`config.mk`:
```
export PLATFORM = sky130hd
export DESIGN_NAME = dedup_event_buffer
export DESIGN_NICKNAME = d
export VERILOG_FILES = /design/src/rtl/deb_pkg.sv /design/src/rtl/deb_ram.sv /design/src/rtl/dedup_event_buffer.sv
export SDC_FILE = /design/constraint.sdc
export NUM_CORES = 2
export LEC_CHECK = 0
export BUFFER_PORTS_ARGS = -buffer_cell sky130_fd_sc_hd__buf_4
export CORE_MARGIN = 2
export CORE_UTILIZATION = 62
export CTS_CLUSTER_SIZE = 25
export DETAILED_ROUTE_END_ITERATION = 7
export GPL_TIMING_DRIVEN = 0
export PLACE_DENSITY_LB_ADDON = 0.2
export SLEW_MARGIN = 20
export SYNTH_ARGS = -nofsm -noshare
export SYNTH_HDL_FRONTEND = slang
export SYNTH_HIERARCHICAL = 1
export SYNTH_SLANG_ARGS = --single-unit
```
`constraint.sdc`:
```
create_clock -name clk -period 9.92 [get_ports clk]
set_clock_uncertainty 0.1 [all_clocks]
set_input_delay 0.992 -clock clk [delete_from_list [all_inputs] [get_ports clk]]
set_output_delay 0.992 -clock clk [all_outputs]
set_load 0.05 [all_outputs]
```
`src/rtl/deb_pkg.sv`:
```
`timescale 1ns / 1ps
// ----------------------------------------------------------------------------
// deb_pkg: shared constants for the deduplicating event buffer
// Command codes and entry field widths.
// ----------------------------------------------------------------------------
package deb_pkg;
  localparam int unsigned DepthDefault = 16;
  localparam int unsigned IdW = 16;
  localparam int unsigned TimeW = 32;
  localparam int unsigned DataW = 32;
  localparam int unsigned EntryW = IdW + TimeW + DataW;

  localparam logic [3:0] CMD_APPEND = 4'd0;
  localparam logic [3:0] CMD_REMOVE = 4'd1;
  localparam logic [3:0] CMD_SEEK_START = 4'd2;
  localparam logic [3:0] CMD_SEEK_END = 4'd3;
  localparam logic [3:0] CMD_SEEK_INDEX = 4'd4;
  localparam logic [3:0] CMD_SEEK_ID = 4'd5;
  localparam logic [3:0] CMD_STEP_NEXT = 4'd6;
  localparam logic [3:0] CMD_STEP_BACK = 4'd7;
  localparam logic [3:0] CMD_READ_HEAD = 4'd8;
endpackage

```
`src/rtl/deb_ram.sv`:
```
`timescale 1ns / 1ps
// ----------------------------------------------------------------------------
// deb_ram: generic single-port-write, single-port-read RAM
// One write and one registered read per cycle.
// ----------------------------------------------------------------------------
module deb_ram #(
  parameter int unsigned WIDTH = 8,
  parameter int unsigned DEPTH = 16
) (
  input  logic                     clk,
  input  logic                     we,
  input  logic [$clog2(DEPTH)-1:0] waddr,
  input  logic [WIDTH-1:0]         wdata,
  input  logic [$clog2(DEPTH)-1:0] raddr,
  output logic [WIDTH-1:0]         rdata
);
  logic [WIDTH-1:0] mem [DEPTH];

  always_ff @(posedge clk) begin
    if (we) begin
      mem[waddr] <= wdata;
    end
    rdata <= mem[raddr];
  end
endmodule

```
`src/rtl/dedup_event_buffer.sv`:
```
`timescale 1ns / 1ps
// ----------------------------------------------------------------------------
// dedup_event_buffer: ordered event buffer with id deduplication
// Insertion-ordered store of (id, time, data) entries with a cursor.
// ----------------------------------------------------------------------------
// Usage: one command transfer enters on the s_axis group and exactly one
// result transfer leaves on the m_axis group. The block takes one command at
// a time; s_axis_tready is low from acceptance until the result is taken.
// Entries sit in one RAM, read one address a cycle with a registered read.
// A sequencer walks the RAM through a single shared compare/move path:
// the id search issues the address of each entry, then compares the id on
// the registered read data, and removal or eviction compaction copies each
// later entry one place down, reading it and then writing it. A command
// that reads no entry goes straight to the result, a cursor move or a head
// read first reads one entry, and the longest is an evicting append into a
// full buffer followed by a search that misses. The result waits in an
// output register while m_axis_tready is low; nothing else moves meanwhile.
// Reset clears the entry count and the cursor; the RAM contents need no
// clearing since only positions below the count are ever used. No reset
// pass is needed, the block is ready in the cycle after rst falls.
// ----------------------------------------------------------------------------
module dedup_event_buffer #(
  parameter int unsigned DEPTH = deb_pkg::DepthDefault
) (
  input  logic         clk,
  input  logic         rst,
  input  logic         s_axis_tvalid,
  output logic         s_axis_tready,
  // tdata, low bit up: command[3:0], event_id[19:4], event_time[51:20],
  // event_data[83:52], target_index[91:84], memory_low[92], zero pad to 96.
  input  logic [95:0]  s_axis_tdata,
  output logic         m_axis_tvalid,
  input  logic         m_axis_tready,
  // tdata, low bit up: ok[0], entry_valid[1], entry_id[17:2],
  // entry_time[49:18], entry_data[81:50], count[86:82], cursor_valid[87],
  // cursor_index[91:88], zero pad to 96.
  output logic [95:0]  m_axis_tdata
);
  localparam int unsigned AW = $clog2(DEPTH);
  localparam int unsigned CW = $clog2(DEPTH + 1);
  localparam int unsigned EW = deb_pkg::EntryW;

  localparam logic [3:0] S_IDLE   = 4'd0;
  localparam logic [3:0] S_EVICT  = 4'd1;  // start compaction from position
  localparam logic [3:0] S_MVRD   = 4'd2;  // read entry i+1
  localparam logic [3:0] S_MVWR   = 4'd3;  // write it at i
  localparam logic [3:0] S_SRCH   = 4'd4;  // issue read of entry i
  localparam logic [3:0] S_SCMP   = 4'd5;  // compare read id
  localparam logic [3:0] S_FOUND  = 4'd6;  // act on search outcome
  localparam logic [3:0] S_RDENT  = 4'd7;  // issue read of result entry
  localparam logic [3:0] S_GETENT = 4'd8;  // capture entry
  localparam logic [3:0] S_DONE   = 4'd9;  // result held

  logic [3:0] state;
  logic [3:0] cmd;
  logic [deb_pkg::IdW-1:0] id;
  logic [deb_pkg::TimeW-1:0] tm;
  logic [deb_pkg::DataW-1:0] dt;
  logic [CW-1:0] count;
  logic [AW-1:0] cpos;
  logic cok;
  logic [CW-1:0] idx;       // walk index
  logic [CW-1:0] gap;       // position being compacted away
  logic found;
  logic [AW-1:0] fpos;
  logic rok, rvalid;
  logic [EW-1:0] rent;
  logic [AW-1:0] rpos;
  logic we;
  logic [AW-1:0] waddr, raddr;
  logic [EW-1:0] wdata, rdata;
  logic [deb_pkg::IdW-1:0] rd_id;
  logic [EW-1:0] mv_data;

  assign rd_id = rdata[deb_pkg::IdW-1:0];

  deb_ram #(.WIDTH(EW), .DEPTH(DEPTH)) u_ram (
    .clk(clk), .we(we), .waddr(waddr), .wdata(wdata), .raddr(raddr), .rdata(rdata)
  );

  assign s_axis_tready = (state == S_IDLE);
  assign m_axis_tvalid = (state == S_DONE);
  assign m_axis_tdata = {4'd0, (cok ? 4'(cpos) : 4'd0), cok,
                         5'(count), rent[EW-1:deb_pkg::IdW+deb_pkg::TimeW],
                         rent[deb_pkg::IdW+deb_pkg::TimeW-1:deb_pkg::IdW],
                         rent[deb_pkg::IdW-1:0], rvalid, rok};

  // Read address and write port are driven by the sequencer state.
  always_comb begin
    raddr = idx[AW-1:0];
    if (state == S_RDENT) raddr = rpos;
    we = 1'b0;
    waddr = gap[AW-1:0];
    wdata = mv_data;
    if (state == S_MVWR) begin
      we = 1'b1;
    end else if (state == S_FOUND && cmd == deb_pkg::CMD_APPEND) begin
      if (found) begin
        we = 1'b1;
        waddr = fpos;
        wdata = {rent[EW-1:deb_pkg::IdW+deb_pkg::TimeW], tm, rent[deb_pkg::IdW-1:0]};
      end else if (count < CW'(DEPTH)) begin
        we = 1'b1;
        waddr = count[AW-1:0];
        wdata = {dt, tm, id};
      end
    end
  end

  always_ff @(posedge clk) begin
    if (rst) begin
      state <= S_IDLE;
      count <= '0;
      cpos <= '0;
      cok <= 1'b0;
    end else begin
      unique case (state)
        S_IDLE: begin
          if (s_axis_tvalid) begin
            cmd <= s_axis_tdata[3:0];
            id <= s_axis_tdata[19:4];
            tm <= s_axis_tdata[51:20];
            dt <= s_axis_tdata[83:52];
            rok <= 1'b0;
            rvalid <= 1'b0;
            rent <= '0;
            idx <= '0;
            found <= 1'b0;
            state <= S_DONE;
            case (s_axis_tdata[3:0])
              deb_pkg::CMD_APPEND: begin
                cok <= 1'b0;
                if (s_axis_tdata[92] || count == CW'(DEPTH)) begin
                  if (count != '0) begin
                    gap <= '0;
                    state <= S_EVICT;
                  end
                end else begin
                  state <= S_SRCH;
                end
              end
              deb_pkg::CMD_REMOVE, deb_pkg::CMD_SEEK_ID: begin
                if (s_axis_tdata[3:0] == deb_pkg::CMD_SEEK_ID) cok <= 1'b0;
                state <= S_SRCH;
              end
              deb_pkg::CMD_SEEK_START, deb_pkg::CMD_SEEK_END,
              deb_pkg::CMD_SEEK_INDEX: begin
                cok <= 1'b0;
                if (s_axis_tdata[3:0] == deb_pkg::CMD_SEEK_START && count != '0) begin
                  cpos <= '0; cok <= 1'b1; rpos <= '0; rok <= 1'b1; state <= S_RDENT;
                end else if (s_axis_tdata[3:0] == deb_pkg::CMD_SEEK_END && count != '0) begin
                  cpos <= AW'(count - 1'b1); cok <= 1'b1; rpos <= AW'(count - 1'b1);
                  rok <= 1'b1; state <= S_RDENT;
                end else if (s_axis_tdata[3:0] == deb_pkg::CMD_SEEK_INDEX &&
                             {1'b0, s_axis_tdata[91:84]} < 9'(count)) begin
                  cpos <= AW'(s_axis_tdata[91:84]); cok <= 1'b1;
                  rpos <= AW'(s_axis_tdata[91:84]); rok <= 1'b1; state <= S_RDENT;
                end
              end
              deb_pkg::CMD_STEP_NEXT, deb_pkg::CMD_STEP_BACK: begin
                if (cok && CW'(cpos) < count) begin
                  rpos <= cpos; rok <= 1'b1; state <= S_RDENT;
                  if (s_axis_tdata[3:0] == deb_pkg::CMD_STEP_NEXT) begin
                    if (CW'(cpos) + 1'b1 < count) cpos <= cpos + 1'b1;
                    else cok <= 1'b0;
                  end else begin
                    if (cpos != '0) cpos <= cpos - 1'b1;
                    else cok <= 1'b0;
                  end
                end else begin
                  cok <= 1'b0;
                end
              end
              deb_pkg::CMD_READ_HEAD: begin
                if (count != '0) begin
                  rpos <= '0; rok <= 1'b1; state <= S_RDENT;
                end
              end
              default: ;
            endcase
          end
        end
        S_EVICT: begin
          // Compact from gap: entries gap+1..count-1 move down one place.
          idx <= gap + 1'b1;
          if (gap + 1'b1 < count) state <= S_MVRD;
          else state <= S_MVWR;
        end
        S_MVRD: begin
          state <= S_MVWR;
          if (idx >= count) begin
            // Done moving: shrink and fix the cursor. The removed position
            // is still in fpos; an eviction runs with the cursor cleared.
            count <= count - 1'b1;
            if (cok) begin
              if (cpos == fpos) cok <= 1'b0;
              else if (cpos > fpos) cpos <= cpos - 1'b1;
            end
            idx <= '0;
            if (cmd == deb_pkg::CMD_APPEND) state <= S_SRCH;
            else begin rok <= 1'b1; state <= S_DONE; end
          end
        end
        S_MVWR: begin
          if (idx >= count) begin
            state <= S_MVRD;
          end else begin
            gap <= idx;
            idx <= idx + 1'b1;
            state <= S_MVRD;
          end
        end
        S_SRCH: begin
          if (idx >= count) state <= S_FOUND;
          else state <= S_SCMP;
        end
        S_SCMP: begin
          if (rd_id == id) begin
            found <= 1'b1; fpos <= idx[AW-1:0]; rent <= rdata; state <= S_FOUND;
          end else begin
            idx <= idx + 1'b1; state <= S_SRCH;
          end
        end
        S_FOUND: begin
          state <= S_DONE;
          case (cmd)
            deb_pkg::CMD_APPEND: begin
              rent <= '0;
              if (found) begin
                cpos <= fpos; cok <= 1'b1;
              end else if (count < CW'(DEPTH)) begin
                count <= count + 1'b1; rok <= 1'b1;
              end
            end
            deb_pkg::CMD_REMOVE: begin
              rent <= '0;
              if (found) begin
                gap <= CW'(fpos); state <= S_EVICT;
              end
            end
            default: begin
              if (found) begin
                cpos <= fpos; cok <= 1'b1; rok <= 1'b1; rvalid <= 1'b1;
              end
            end
          endcase
        end
        S_RDENT: state <= S_GETENT;
        S_GETENT: begin
          rent <= rdata; rvalid <= 1'b1; state <= S_DONE;
        end
        S_DONE: begin
          if (m_axis_tready) state <= S_IDLE;
        end
        default: state <= S_IDLE;
      endcase
    end
  end

  // Move data: the entry read in the previous cycle.
  assign mv_data = rdata;

  a_count_range: assert property (@(posedge clk) disable iff (rst)
    count <= CW'(DEPTH)) else $error("entry count above depth");
  a_cursor_in_range: assert property (@(posedge clk) disable iff (rst)
    (state == S_DONE && cok) |-> (CW'(cpos) < count)) else $error("cursor past end");
  a_one_result: assert property (@(posedge clk) disable iff (rst)
    (state == S_DONE && m_axis_tready) |=> state == S_IDLE) else $error("result not retired");
  a_count_step: assert property (@(posedge clk) disable iff (rst)
    (state != S_IDLE) |=> (count == $past(count) || count == $past(count) + 1'b1 ||
                           count == $past(count) - 1'b1)) else $error("count jumped");
endmodule
```
==> results.cfg <==
[status]
status = finished clean

[clocking]
clock_latency_ns = 0.77
htree_levels = 4
holdBufCountCts = 0
postCtsResizedCells = 0
clkSlewWorstSetupHoldPaths_ns = 0.06
clock_path_buffers = 3
cts_inserted_buffers = 154
cts_tree = done
cts_sinks = 1559
cts_setup_buffers = 0
clockRootBuffer = clkbuf_16

[sta]
final.setup.tns_ns = 0
layout_setup_ws_ns = 3.87
rsz0062_at_grt = false
tightest_slew_ns = 1.20
finalCritPeriodShare_pct = 60.9
max_freq_mhz = 165
finalMaxSlewViolations = 0
fin_crit_ns = 6.05
setup_viol = 0
slew_headroom_pct = 19.9
final_hold_viol_count = 0

[floorplanning]
dieHeight_um = 316
die-area_um2 = 99800
rows = 114
start_util_pct = 62.4
fp.dieW_um = 316
core_area_um2 = 96600
io_pins = 198

[route]
vias_per_cell = 6.77
dr.pass1.iters = 8
wl_mm = 159
drc_errors = 0
vias = 33200
drt_iter0_drc = 4850
detail-route-antenna-nets = 0
drt-wirelength-per-cell_um = 32.5

[place]
placedCellCount = 4605
hpwl_mm = 101
dp_slack_ns = 4.12
place_area_um2 = 65500
port_buffers = 189
place.gp.congestion = 0.885

[synth]
syn_area_um2 = 60300
synthFlopType = edfxtp_1
synth_seq_cells = 1559
synthCells = 3008
yosysTopAreaCellShare_pct = 73.0
yosysSeqAreaShare_pct = 76.1
synth_edf_count = 1465
synth_top_area_cell = edfxtp_1
syn_avg_cell_area_um2 = 20.0
synthTopCellsByArea = edfxtp_1 (73%), mux4_2 (12%), dfxtp_1 (3.1%)
yosysUniqueCellTypes = 83
async_flop_share_pct = 0
yosysWarnings = 6
synth.most_common_cell = edfxtp_1
synth.cells.most_frequent = edfxtp_1 (1465), mux4_2 (320), a22oi_1 (215), nand2_1 (116), dfxtp_1 (94)

[power_and_ir_drop]
peakVddDrop_uv = 242
power.leakage_nw = 23.5
p_per_area_nw_per_um2 = 284

[grt]
grt_antenna_before_repair = 5
grt-ovfl-total = 0
grt_pass1_wl_mm = 228
first_global_vias = 33600
track_usage_pct = 32.4
grt_max_degree = 27

[cells_and_area]
post_layout_nonfiller_instances = 4897
area_delta_synth_final_pct = 17.2
final_area_um2 = 70700
fill_cells = 5286
post-route-util_pct = 73.2
final_nets = 3616
drive_gt1_share_pct = 27.7

[worst_setup_path]
startpoint_type = flop
critPathArrivalTime_ns = 6.40
path_class = flop to flop
critPathMaxFanout = 10
crit_path_end_kind = flop
critical_path_required_ns = 10.28

[hold_path]
hp-class = primary input to flop

[job]
cap_violations = 0
## per-layer routing
metal | part of all wire [%] | wire, µm | vias to the layer above | track usage [%]
met4 | 4.2 | 6700 | 6 | 12.9
met5 | 0.021 | 34 | - | 0
met1 | 36 | 57000 | 17000 | 43.6
li1 | - | - | 13400 | -
met3 | 12 | 18600 | 455 | 8.58
met2 | 48 | 76800 | 2342 | 51.4
## kinds of logic (layout without fill, tap and decap cells)
logic type | count (synthesis) | count (layout) | synth area share (%)
buffers and inverters | 199 | 805 | 1.62
XOR/XNOR | 33 | 33 | 0.479
multiplexers | 363 | 363 | 12.7
other | 1 | 8 | 0.00622
AND/OR/NAND/NOR | 396 | 396 | 3.58
adder cells (fa/ha/maj) | 31 | 31 | 0.643
flip-flops | 1559 | 1559 | 76.1
AO/OA/AOI/OAI | 426 | 426 | 4.84
## final timing paths
path / from / endpoint / slack [ns] / cells past startpoint
worst max-delay path: cmd[3]$_DFFE_PP_ / u_ram/mem[0][33]$_DFFE_PP_ / 3.87 / 14
worst min-delay path: s_axis_tdata[54] / dt[2]$_DFFE_PP_ / 0.30 / 1
worst max register to register: cmd[3]$_DFFE_PP_ / u_ram/mem[0][33]$_DFFE_PP_ / 3.87 / 14
worst min register to register: u_ram/rdata[21]$_DFF_P_ / rent[21]$_SDFFCE_PP0P_ / 0.44 / 1
## where the power goes
group | leakage (nW) | internal (W) | switching, W
clock | 2.52 | 0.00346 | 0.00243
combinational | 6.92 | 0.00181 | 0.00348
sequential | 14.1 | 0.00853 | 0.000332
total | 23.5 | 0.0138 | 0.00625
## metrics by stage
stage / hold WS [ns] / total power (W)
2_1_floorplan: 0.400 / 0.0123
3_3_place_gp: 0.416 / 0.0139
3_5_place_dp: 0.425 / 0.0141
4_1_cts: 0.273 / 0.0200
5_1_grt: 0.282 / 0.0207
6_report: 0.304 / 0.0200
## final cells by class
cell class	instances	area, µm²	area share [%]
plain buffers	178	895	1.27
well taps	1276	1600	2.26
clock inverters	74	731	1.03
flip-flops and latches	1559	45900	64.9
multi-input cells	1253	13600	19.2
repair buffers	318	3460	4.90
diodes	4	10.0	0.0142
inverters	21	83.8	0.119
clock buffers	214	4420	6.25
## worst max-delay path: stages, from the launching register on
cell	delay, ns
edfxtp_1	0.42
nor3_2	0.43
nand2b_1	0.21
nor2_2	0.49
buf_2	0.45
o21ai_2	0.36
buf_2	0.48
o21ai_0	0.39
or3b_2	0.64
nor3_2	0.75
buf_6	0.26
buf_6	0.16
buf_4	0.21
buf_4	0.21
buf_6	0.15
## flip-flops by register name (all words and copies together), names as in the netlist, 4 cells and up
signal	cells
cmd	4
count	5
cpos	4
dt	32
fpos	4
gap	5
id	16
idx	5
rent	80
rpos	4
state	4
tm	32
u_ram/mem	1280
u_ram/rdata	80
## layout by cell type (no fill, tap or decap), drive strengths merged, types with 6 or more instances in the layout
master,synthesis,layout
mux2i,6,6
nor2b,10,10
nand2b,10,10
dfxtp,94,94
xor2,7,7
nand3,13,13
a22oi,215,215
bufinv,0,13
clkbuf,81,295
inv,20,26
a21oi,72,72
and3,52,52
nor4,7,7
edfxtp,1465,1465
mux4,320,320
buf,97,415
o22ai,6,6
nand2,119,119
nor3,26,26
xnor2,26,26
clkinvlp,0,6
clkinv,1,50
a31oi,8,8
o21ai,82,82
ha,31,31
nand4,6,6
mux2,37,37
and2,86,86
o31a,6,6
nor2,44,44
No activity file was read; power rests on OpenSTA's default activity.
